--- config.mk ---
export PLATFORM = sky130hd
export DESIGN_NAME = sha256_byte_stream_hasher_flat
export DESIGN_NICKNAME = d
export VERILOG_FILES = /design/src/sv/sha_pkg.sv /design/src/sv/sha_if.sv /design/src/sv/sha_ram.sv /design/src/sv/sha_core.sv /design/src/sv/sha256_byte_stream_hasher.sv /design/src/flat_wrapper.sv
export SDC_FILE = /design/constraint.sdc
export NUM_CORES = 2
export LEC_CHECK = 0
export ABC_AREA = 1
export BUFFER_PORTS_ARGS = -buffer_cell sky130_fd_sc_hd__buf_2
export CAP_MARGIN = 0
export CORE_ASPECT_RATIO = 0.8
export CORE_UTILIZATION = 58
export CTS_BUF_LIST = sky130_fd_sc_hd__clkbuf_4 sky130_fd_sc_hd__clkbuf_8 sky130_fd_sc_hd__clkbuf_16
export CTS_CLUSTER_DIAMETER = 40
export CTS_CLUSTER_SIZE = 10
export DETAILED_ROUTE_END_ITERATION = 7
export GPL_TIMING_DRIVEN = 0
export PLACE_DENSITY_LB_ADDON = 0.1
export SLEW_MARGIN = 20
export SYNTH_ARGS = -nofsm -noshare
export SYNTH_HDL_FRONTEND = slang
export SYNTH_SLANG_ARGS = --single-unit
--- constraint.sdc ---
create_clock -name i_clk -period 16.3 [get_ports i_clk]
set_input_delay 0.815 -clock i_clk [delete_from_list [all_inputs] [get_ports i_clk]]
set_output_delay 0.815 -clock i_clk [all_outputs]
set_load 0.02 [all_outputs]
--- src/sv/sha_pkg.sv ---
// SHA-256 hasher package: word types, core command/status structs,
// initial hash values, round constants and round functions. No dependencies.
`default_nettype none
package sha_pkg;

    typedef logic [31:0] t_word;

    typedef struct packed {
        logic start;
        logic init;
    } t_core_cmd;

    typedef struct packed {
        logic busy;
        logic done;
    } t_core_stat;

    localparam int unsigned BlkWords = 16;
    localparam int unsigned Rounds   = 64;
    localparam logic [3:0]  LenHiIdx = 4'd14;
    localparam logic [3:0]  LenLoIdx = 4'd15;
    localparam logic [7:0]  PadByte  = 8'h80;

    localparam t_word INIT_H [8] = '{
        32'h6A09E667, 32'hBB67AE85, 32'h3C6EF372, 32'hA54FF53A,
        32'h510E527F, 32'h9B05688C, 32'h1F83D9AB, 32'h5BE0CD19
    };

    localparam t_word ROUND_K [64] = '{
        32'h428A2F98, 32'h71374491, 32'hB5C0FBCF, 32'hE9B5DBA5,
        32'h3956C25B, 32'h59F111F1, 32'h923F82A4, 32'hAB1C5ED5,
        32'hD807AA98, 32'h12835B01, 32'h243185BE, 32'h550C7DC3,
        32'h72BE5D74, 32'h80DEB1FE, 32'h9BDC06A7, 32'hC19BF174,
        32'hE49B69C1, 32'hEFBE4786, 32'h0FC19DC6, 32'h240CA1CC,
        32'h2DE92C6F, 32'h4A7484AA, 32'h5CB0A9DC, 32'h76F988DA,
        32'h983E5152, 32'hA831C66D, 32'hB00327C8, 32'hBF597FC7,
        32'hC6E00BF3, 32'hD5A79147, 32'h06CA6351, 32'h14292967,
        32'h27B70A85, 32'h2E1B2138, 32'h4D2C6DFC, 32'h53380D13,
        32'h650A7354, 32'h766A0ABB, 32'h81C2C92E, 32'h92722C85,
        32'hA2BFE8A1, 32'hA81A664B, 32'hC24B8B70, 32'hC76C51A3,
        32'hD192E819, 32'hD6990624, 32'hF40E3585, 32'h106AA070,
        32'h19A4C116, 32'h1E376C08, 32'h2748774C, 32'h34B0BCB5,
        32'h391C0CB3, 32'h4ED8AA4A, 32'h5B9CCA4F, 32'h682E6FF3,
        32'h748F82EE, 32'h78A5636F, 32'h84C87814, 32'h8CC70208,
        32'h90BEFFFA, 32'hA4506CEB, 32'hBEF9A3F7, 32'hC67178F2
    };

    function automatic t_word bsig0(input t_word x);
        return {x[1:0], x[31:2]} ^ {x[12:0], x[31:13]} ^ {x[21:0], x[31:22]};
    endfunction

    function automatic t_word bsig1(input t_word x);
        return {x[5:0], x[31:6]} ^ {x[10:0], x[31:11]} ^ {x[24:0], x[31:25]};
    endfunction

    function automatic t_word ssig0(input t_word x);
        return {x[6:0], x[31:7]} ^ {x[17:0], x[31:18]} ^ {3'b000, x[31:3]};
    endfunction

    function automatic t_word ssig1(input t_word x);
        return {x[16:0], x[31:17]} ^ {x[18:0], x[31:19]} ^ {10'd0, x[31:10]};
    endfunction

endpackage
`default_nettype wire

--- src/sv/sha_if.sv ---
// Stream interfaces: message byte beats in, digest word beats out.
// Uses nothing else.
`default_nettype none
interface sha_byte_if;
    logic       valid;
    logic       ready;
    logic [7:0] data_byte;
    logic       byte_valid;
    logic       message_end;
    modport source(output valid, data_byte, byte_valid, message_end, input ready);
    modport sink(input valid, data_byte, byte_valid, message_end, output ready);
endinterface

interface sha_digest_if;
    logic        valid;
    logic        ready;
    logic [31:0] digest_word;
    logic [2:0]  word_index;
    logic        last_word;
    modport source(output valid, digest_word, word_index, last_word, input ready);
    modport sink(input valid, digest_word, word_index, last_word, output ready);
endinterface
`default_nettype wire

--- src/sv/sha_ram.sv ---
// Generic simple dual-port RAM, one write and one registered read port.
// No dependencies.
`default_nettype none
module sha_ram #(
    parameter int unsigned WIDTH = 32,
    parameter int unsigned DEPTH = 16
) (
    input  wire                      i_clk,
    input  wire                      i_we,
    input  wire [$clog2(DEPTH)-1:0]  i_waddr,
    input  wire [WIDTH-1:0]          i_wdata,
    input  wire [$clog2(DEPTH)-1:0]  i_raddr,
    output logic [WIDTH-1:0]         o_rdata
);
    logic [WIDTH-1:0] r_mem [DEPTH];

    always_ff @(posedge i_clk) begin
        if (i_we) begin
            r_mem[i_waddr] <= i_wdata;
        end
        o_rdata <= r_mem[i_raddr];
    end
endmodule
`default_nettype wire

--- src/sv/sha_core.sv ---
// SHA-256 compression: one round per cycle, hash words held here.
// Reads the block from the message RAM; depends on sha_pkg.
`default_nettype none
module sha_core (
    input  wire                    i_clk,
    input  wire                    i_rst_n,
    input  wire sha_pkg::t_core_cmd i_cmd,
    output sha_pkg::t_core_stat    o_stat,
    output logic [3:0]             o_raddr,
    input  wire [31:0]             i_rdata,
    output logic [7:0][31:0]       o_hash
);
    typedef enum logic [2:0] {
        C_IDLE = 3'b001,
        C_RUN  = 3'b010,
        C_ADD  = 3'b100
    } t_cstate;

    t_cstate        r_state, n_state;
    logic [5:0]     r_cnt;
    logic           r_done;
    sha_pkg::t_word r_h [8];
    sha_pkg::t_word r_v [8];
    sha_pkg::t_word r_w [16];
    sha_pkg::t_word w_new, w_t1, w_t2, w_ch, w_maj;

    always_comb begin
        if (r_cnt[5:4] == 2'b00) begin
            w_new = i_rdata;
        end else begin
            w_new = sha_pkg::ssig1(r_w[14]) + r_w[9] + sha_pkg::ssig0(r_w[1]) + r_w[0];
        end
        w_ch  = (r_v[4] & r_v[5]) ^ (~r_v[4] & r_v[6]);
        w_maj = (r_v[0] & r_v[1]) ^ (r_v[0] & r_v[2]) ^ (r_v[1] & r_v[2]);
        w_t1  = r_v[7] + sha_pkg::bsig1(r_v[4]) + w_ch + sha_pkg::ROUND_K[r_cnt] + w_new;
        w_t2  = sha_pkg::bsig0(r_v[0]) + w_maj;
        o_raddr = (r_state == C_RUN) ? (r_cnt[3:0] + 4'd1) : 4'd0;
    end

    always_comb begin
        n_state = r_state;
        unique case (r_state)
            C_IDLE: begin
                if (i_cmd.start) n_state = C_RUN;
            end
            C_RUN: begin
                if (r_cnt == 6'(sha_pkg::Rounds - 1)) n_state = C_ADD;
            end
            C_ADD: n_state = C_IDLE;
            default: n_state = C_IDLE;
        endcase
    end

    always_ff @(posedge i_clk) begin
        if (!i_rst_n) begin
            r_state <= C_IDLE;
            r_cnt   <= 6'd0;
            r_done  <= 1'b0;
            for (int i = 0; i < 8; i++) r_h[i] <= sha_pkg::INIT_H[i];
        end else begin
            r_state <= n_state;
            r_done  <= (r_state == C_ADD);
            if (r_state == C_RUN) r_cnt <= r_cnt + 6'd1;
            else r_cnt <= 6'd0;
            if (i_cmd.init) begin
                for (int i = 0; i < 8; i++) r_h[i] <= sha_pkg::INIT_H[i];
            end else if (r_state == C_ADD) begin
                for (int i = 0; i < 8; i++) r_h[i] <= r_h[i] + r_v[i];
            end
        end
    end

    always_ff @(posedge i_clk) begin
        if (r_state == C_IDLE && i_cmd.start) begin
            for (int i = 0; i < 8; i++) r_v[i] <= r_h[i];
        end else if (r_state == C_RUN) begin
            r_v[0] <= w_t1 + w_t2;
            r_v[1] <= r_v[0];
            r_v[2] <= r_v[1];
            r_v[3] <= r_v[2];
            r_v[4] <= r_v[3] + w_t1;
            r_v[5] <= r_v[4];
            r_v[6] <= r_v[5];
            r_v[7] <= r_v[6];
            for (int i = 0; i < 15; i++) r_w[i] <= r_w[i+1];
            r_w[15] <= w_new;
        end
    end

    always_comb begin
        o_stat.busy = (r_state != C_IDLE);
        o_stat.done = r_done;
        for (int i = 0; i < 8; i++) o_hash[i] = r_h[i];
    end

    a_start_idle: assert property (@(posedge i_clk) disable iff (!i_rst_n)
        i_cmd.start |-> r_state == C_IDLE) else $error("core start while busy");
    a_done_after_add: assert property (@(posedge i_clk) disable iff (!i_rst_n)
        r_done |-> $past(r_state) == C_ADD) else $error("done without final add");
    a_run_holds: assert property (@(posedge i_clk) disable iff (!i_rst_n)
        (r_state == C_RUN && r_cnt != 6'd63) |=> r_state == C_RUN)
        else $error("rounds cut short");
endmodule
`default_nettype wire

--- src/sv/sha256_byte_stream_hasher.sv ---
// SHA-256 byte-stream hasher. Byte beats are taken only while idle; the beat
// that completes a 64-byte block starts a compression (load, one round per
// cycle in sha_core, then final add) during which input is held off.
// A message-end beat writes the padding words one per cycle into the block
// RAM, pausing while a compression runs; it runs one or two compressions,
// then presents eight digest word beats, word 0 first, and returns to the
// initial hash values. Depends on sha_pkg, sha_if, sha_ram and sha_core.
`default_nettype none
module sha256_byte_stream_hasher (
    input  wire          i_clk,
    input  wire          i_rst_n,
    sha_byte_if.sink     i_in,
    sha_digest_if.source o_out
);
    typedef enum logic [5:0] {
        S_IDLE  = 6'b000001,
        S_PADW  = 6'b000010,
        S_ZERO  = 6'b000100,
        S_LENLO = 6'b001000,
        S_COMP  = 6'b010000,
        S_OUT   = 6'b100000
    } t_state;

    t_state               r_state, n_state, r_ret, n_ret;
    logic [5:0]           r_fill, n_fill;
    logic [60:0]          r_total, n_total;
    logic [31:0]          r_word, n_word;
    logic [3:0]           r_pidx, n_pidx;
    logic [2:0]           r_oidx, n_oidx;
    logic                 w_fire, w_ofire, w_we;
    logic [3:0]           w_waddr, w_raddr;
    logic [31:0]          w_wdata, w_rdata, w_pad;
    sha_pkg::t_core_cmd   w_cmd;
    sha_pkg::t_core_stat  w_stat;
    logic [7:0][31:0]     w_hash;

    sha_ram #(.WIDTH(32), .DEPTH(sha_pkg::BlkWords)) u_blk (
        .i_clk   (i_clk),
        .i_we    (w_we),
        .i_waddr (w_waddr),
        .i_wdata (w_wdata),
        .i_raddr (w_raddr),
        .o_rdata (w_rdata)
    );

    sha_core u_core (
        .i_clk   (i_clk),
        .i_rst_n (i_rst_n),
        .i_cmd   (w_cmd),
        .o_stat  (w_stat),
        .o_raddr (w_raddr),
        .i_rdata (w_rdata),
        .o_hash  (w_hash)
    );

    assign i_in.ready        = (r_state == S_IDLE);
    assign w_fire            = i_in.valid && i_in.ready;
    assign o_out.valid       = (r_state == S_OUT);
    assign o_out.digest_word = w_hash[r_oidx];
    assign o_out.word_index  = r_oidx;
    assign o_out.last_word   = (r_oidx == 3'd7);
    assign w_ofire           = o_out.valid && o_out.ready;

    always_comb begin
        w_pad = ((r_fill[1:0] == 2'b00) ? 32'd0 : r_word)
              | ({24'd0, sha_pkg::PadByte} << {~r_fill[1:0], 3'b000});
    end

    always_comb begin
        n_state = r_state;
        n_ret   = r_ret;
        n_fill  = r_fill;
        n_total = r_total;
        n_word  = r_word;
        n_pidx  = r_pidx;
        n_oidx  = r_oidx;
        w_we    = 1'b0;
        w_waddr = r_fill[5:2];
        w_wdata = 32'd0;
        w_cmd   = '0;
        unique case (r_state)
            S_IDLE: begin
                if (w_fire) begin
                    if (i_in.byte_valid) begin
                        n_word = ((r_fill[1:0] == 2'b00) ? 32'd0 : r_word)
                               | ({24'd0, i_in.data_byte} << {~r_fill[1:0], 3'b000});
                        n_fill  = r_fill + 6'd1;
                        n_total = r_total + 61'd1;
                        if (r_fill[1:0] == 2'b11) begin
                            w_we    = 1'b1;
                            w_wdata = n_word;
                        end
                        if (r_fill == 6'd63) begin
                            w_cmd.start = 1'b1;
                            n_state     = S_COMP;
                            n_ret       = i_in.message_end ? S_PADW : S_IDLE;
                        end else if (i_in.message_end) begin
                            n_state = S_PADW;
                        end
                    end else if (i_in.message_end) begin
                        n_state = S_PADW;
                    end
                end
            end
            S_PADW: begin
                w_we    = 1'b1;
                w_wdata = w_pad;
                if (r_fill[5:2] == 4'd15) begin
                    w_cmd.start = 1'b1;
                    n_pidx      = 4'd0;
                    n_state     = S_COMP;
                    n_ret       = S_ZERO;
                end else begin
                    n_pidx  = r_fill[5:2] + 4'd1;
                    n_state = S_ZERO;
                end
            end
            S_ZERO: begin
                w_we    = 1'b1;
                w_waddr = r_pidx;
                if (r_pidx == sha_pkg::LenHiIdx) begin
                    w_wdata = r_total[60:29];
                    n_state = S_LENLO;
                end else begin
                    n_pidx = r_pidx + 4'd1;
                    if (r_pidx == 4'd15) begin
                        w_cmd.start = 1'b1;
                        n_state     = S_COMP;
                        n_ret       = S_ZERO;
                    end
                end
            end
            S_LENLO: begin
                w_we        = 1'b1;
                w_waddr     = sha_pkg::LenLoIdx;
                w_wdata     = {r_total[28:0], 3'b000};
                w_cmd.start = 1'b1;
                n_state     = S_COMP;
                n_ret       = S_OUT;
            end
            S_COMP: begin
                if (w_stat.done) n_state = r_ret;
            end
            S_OUT: begin
                if (w_ofire) begin
                    n_oidx = r_oidx + 3'd1;
                    if (r_oidx == 3'd7) begin
                        w_cmd.init = 1'b1;
                        n_fill     = 6'd0;
                        n_total    = 61'd0;
                        n_state    = S_IDLE;
                    end
                end
            end
            default: n_state = S_IDLE;
        endcase
    end

    always_ff @(posedge i_clk) begin
        if (!i_rst_n) begin
            r_state <= S_IDLE;
            r_ret   <= S_IDLE;
            r_fill  <= 6'd0;
            r_total <= 61'd0;
            r_pidx  <= 4'd0;
            r_oidx  <= 3'd0;
        end else begin
            r_state <= n_state;
            r_ret   <= n_ret;
            r_fill  <= n_fill;
            r_total <= n_total;
            r_pidx  <= n_pidx;
            r_oidx  <= n_oidx;
        end
    end

    always_ff @(posedge i_clk) begin
        r_word <= n_word;
    end

    a_start_core_idle: assert property (@(posedge i_clk) disable iff (!i_rst_n)
        w_cmd.start |-> !w_stat.busy) else $error("compression started while busy");
    a_digest_restart: assert property (@(posedge i_clk) disable iff (!i_rst_n)
        (w_ofire && o_out.last_word) |=> (r_state == S_IDLE && r_total == 61'd0
        && r_fill == 6'd0)) else $error("no restart after digest");
    a_comp_busy: assert property (@(posedge i_clk) disable iff (!i_rst_n)
        (r_state == S_COMP && !w_stat.done) |-> w_stat.busy)
        else $error("waiting on idle core");
endmodule
`default_nettype wire
--- src/flat_wrapper.sv ---
// flat-port wrapper written by rule: the top's interface ports become plain ports
module sha256_byte_stream_hasher_flat 
  (i_clk, i_rst_n, i_in_valid, i_in_data_byte, i_in_byte_valid, i_in_message_end, i_in_ready, o_out_valid, o_out_digest_word, o_out_word_index, o_out_last_word, o_out_ready);
  sha_byte_if i_in_i ();
  sha_digest_if o_out_i ();
  input  wire i_clk;
  input  wire i_rst_n;
  input wire logic [$bits(i_in_i.valid)-1:0] i_in_valid;
  input wire logic [$bits(i_in_i.data_byte)-1:0] i_in_data_byte;
  input wire logic [$bits(i_in_i.byte_valid)-1:0] i_in_byte_valid;
  input wire logic [$bits(i_in_i.message_end)-1:0] i_in_message_end;
  output wire logic [$bits(i_in_i.ready)-1:0] i_in_ready;
  output wire logic [$bits(o_out_i.valid)-1:0] o_out_valid;
  output wire logic [$bits(o_out_i.digest_word)-1:0] o_out_digest_word;
  output wire logic [$bits(o_out_i.word_index)-1:0] o_out_word_index;
  output wire logic [$bits(o_out_i.last_word)-1:0] o_out_last_word;
  input wire logic [$bits(o_out_i.ready)-1:0] o_out_ready;
  assign i_in_i.valid = i_in_valid;
  assign i_in_i.data_byte = i_in_data_byte;
  assign i_in_i.byte_valid = i_in_byte_valid;
  assign i_in_i.message_end = i_in_message_end;
  assign i_in_ready = i_in_i.ready;
  assign o_out_valid = o_out_i.valid;
  assign o_out_digest_word = o_out_i.digest_word;
  assign o_out_word_index = o_out_i.word_index;
  assign o_out_last_word = o_out_i.last_word;
  assign o_out_i.ready = o_out_ready;
  sha256_byte_stream_hasher u_core (.i_clk(i_clk), .i_rst_n(i_rst_n), .i_in(i_in_i), .o_out(o_out_i));
endmodule
==> results_dict.tcl <==
set metrics [dict create \
    run_status "finished with violations" \
    violations "design-rule violations" \
    drv_slew 0 \
    post-place-ws_ps 4920 \
    overflow 0 \
    slew_headroom_pct 9.81 \
    report.final.setup_viol 0 \
    numPortBuffers 51 \
    numCtsBuffers 227 \
    power_w 0.0104 \
    p_leak_nw 42.4 \
    cp-end-kind "flip-flop" \
    synth-edff-count 1536 \
    worstPathMaxFanout 6 \
    min-delay-start "i_in_message_end" \
    hp-class "primary input to flip-flop" \
    start_kind "flip-flop" \
    syn_to_final_growth_pct 12.1 \
    p_int_w 0.00786 \
    grt.total_usage_pct 43.1 \
    viasPerCell 6.48 \
    cts_root_buf "clkbuf_16" \
    worst_ep_required_time_ps 16930 \
    hold_ws_ps 271 \
    sw_frac_of_total_pct 24.8 \
    sequentialPowerShare_pct 45.4 \
    tightest_slew_ps 1340 \
    rsz0062_at_grt "no" \
    syn_area_sq_um 96300 \
    grt_pass1_vias 76300 \
    drt-total-wl_um 369000 \
    syn-instance-count 10200 \
    nets 11100 \
    cp.arrival_ps 12700 \
    grt_max_degree 63 \
    min_to "u_core.r_ret[1]$_SDFFE_PN0P_" \
    synth_nets 10800 \
    fp.dieW_um 457 \
    r2r_end "u_core.u_core.r_v[0][31]$_DFFE_PP_" \
    rr_startpoint "u_core.u_core.r_w[1][217]$_DFFE_PP_" \
    r2r_cells 42 \
    gp_congestion 1.14 \
    vias 83200 \
    cts_tree "built" \
    clk_pin_slew_ps 60 \
    yosysTopAreaCellShare_pct 47.9 \
    syn_area_per_cell_sq_um 9.46 \
    post-route-period-util_pct 74.0 \
    async_flop_share_pct 0 \
    ant_nets 0 \
    io_pins 52 \
    pwr-share-comb_pct 7.4 \
    cts_sinks 1694 \
    drv_cap 0 \
    cts_hold_buf 0 \
    ys.warnings.count 0 \
    cts_htree_levels 4 \
    ys_seq_elements 1694 \
    finalHoldViolCount 0 \
    slowest_delay_ps 760 \
    cts_resized 0 \
    switchingPower_w 0.00259 \
    dpl_cell_area_sq_um 100000 \
    cts_setup_buffers 0 \
    hpwl_um 282000 \
    path_class "flip-flop to flip-flop" \
    rrSetupSlack_ps 4230 \
    num-fill-cells 13100 \
    timing.fmax_ghz 0.0829 \
    clockBufferDepth 3 \
    dpl.cell_count 12400 \
    routedWlPerCell_um 28.7 \
    hold_path_depth 3 \
    multi_input_area_sq_um 40700 \
    final_common_cell "nand2_1" \
    setup_slack_ps 4230 \
    clock_skew_ps 85.8 \
    pwr-share-clk_pct 47.2 \
    ir_drop_uv 115 \
    powerDensity_nw_per_um2 96.8 \
    fin_crit_ps 12070 \
    stdcell_count 12800 \
    worstSkewPairLatency_ps 920 \
    drive_above_1_share_pct 6.37 \
    yosys.cell_types.count 71 \
    die_y_um 366 \
    final_area_sq_um 108000 \
    yosysSeqAreaShare_pct 51.2 \
    rows 133 \
    drt-initial-drc-count 14300 \
    cp_slowest_cell "xor2_1" \
    antenna_found_initial 24 \
    dieArea_sq_um 168000 \
    core_area_sq_um 165000 \
    crit_top_cell "inv_1" \
    grt_pass1_wl_um 522000 \
    firstDrtPassIters 8 \
    initial_core_util_pct 58.5 \
    ff_latch_area_sq_um 49300 \
    synth_top_cell_by_area "edfxtp_1" \
    yosys-top-cells-area "edfxtp_1 48%, nand2_1 6.6%, o21ai_0 5.7%" \
    post-route-drc-count 22 \
    ys.flop_type "edfxtp_1" \
    layout_common_cells "1679 x nand2_1, 1536 x edfxtp_1, 1262 x inv_1" \
]
==> area by class of cell <==
type,count,share of cell area (%)
Sequential cell,1694,45.7
Multi-Input combinational cell,6797,37.7
Clock buffer,291,5.76
Inverter,1289,4.49
Tap cell,2160,2.50
Buffer,397,1.48
Timing Repair Buffer,107,1.19
Clock inverter,95,1.14
Antenna cell,11,0.0255
==> stage by stage <==
stage	setup TNS, ps	utilization (%)
CTS	0	65.5
finish	0	65.6
global placement	-3365780	60.3
detailed placement	0	61.0
floorplan	0	-
global route	0	65.6
==> worst max-delay path: cells and delay by family, from the launching register on <==
kind                     cells  cell delay [ps]
adder cells (fa/ha/maj)      9             4210
AO/OA/AOI/OAI               14             3300
XOR/XNOR                     5             2080
buffers and inverters        9              820
AND/OR/NAND/NOR              5              820
flip-flops                   1              550
==> worst max path at each step <==
stage	depth (start not counted)	endpoint	from	slack (ps)
final	42	u_core.u_core.r_v[0][31]$_DFFE_PP_	u_core.u_core.r_w[1][217]$_DFFE_PP_	4230
after global routing	46	u_core.u_core.r_v[0][31]$_DFFE_PP_	u_core.u_core.r_w[1][205]$_DFFE_PP_	4080
after global placement	7	u_core.u_core.r_w[0][126]$_DFFE_PP_	u_core.u_core.r_state[1]$_SDFFE_PN0P_	-6500
after detailed placement	45	u_core.u_core.r_v[0][31]$_DFFE_PP_	u_core.u_core.r_w[1][205]$_DFFE_PP_	4920
after floorplan	7	u_core.u_core.r_w[0][0]$_DFFE_PP_	u_core.u_core.r_state[1]$_SDFFE_PN0P_	160
after CTS	42	u_core.u_core.r_v[0][31]$_DFFE_PP_	u_core.u_core.r_w[1][217]$_DFFE_PP_	4860
==> synth_stat cells (52+ instances only) <==
cell and instances:
nor2_1 660, nand2_1 1680, nand4_1 60, inv_1 1265
a31oi_1 69, a21oi_1 1037, o21ai_0 1104, dfxtp_1 158
o21a_1 67, or2_2 55, clkbuf_1 311, nor3_1 120
xnor2_1 183, o211ai_1 139, fa_1 196, a21o_1 57
nand3_1 343, xor2_1 192, edfxtp_1 1536, ha_1 408
buf_2 52
==> cells by family (layout without fill, tap and decap cells) <==
family,after synthesis,in the layout,share of synthesized area (%)
AND/OR/NAND/NOR,3010,3010,13.0
adder cells (fa/ha/maj),604,604,9.38
multiplexers,28,28,0.291
XOR/XNOR,375,375,3.41
other,0,11,0
AO/OA/AOI/OAI,2780,2780,16.0
flip-flops,1694,1694,51.2
buffers and inverters,1686,2179,6.68
==> sequential cells by signal, indices dropped and copies added, names as in the netlist <==
| register | cells |
|---|---|
| u_core.r_fill | 6 |
| u_core.u_core.r_cnt | 6 |
| u_core.r_pidx | 4 |
| u_core.u_core.r_w | 512 |
| u_core.r_word | 32 |
| u_core.u_blk.o_rdata | 32 |
| u_core.r_total | 61 |
| u_core.o_out.word_index | 3 |
| u_core.u_core.r_h | 256 |
| u_core.r_ret | 4 |
| u_core.u_blk.r_mem | 512 |
| u_core.u_core.r_state | 3 |
| u_core.u_core.r_v | 256 |
| u_core.u_core.r_done | 1 |
| u_core.r_state | 6 |
==> routing by layer <==
layer / routed length (um) / global-route usage, % / up-vias
met5: 149 / 0 / -
met4: 18900 / 18.2 / 14
met3: 66000 / 20.0 / 1032
met2: 142000 / 56.8 / 6577
met1: 142000 / 60.5 / 39600
li1: - / - / 36000
==> power by group through the flow <==
stage,logic (W),clock network [W],registers [W]
floorplan,0.000467,0,0.00482
global placement,0.000715,0,0.00483
detailed placement,0.000727,0,0.00483
CTS,0.000732,0.00492,0.00474
global route,0.000825,0.00509,0.00474
finish,0.000778,0.00493,0.00474
Note: power is estimated with default switching activity, not from simulation.
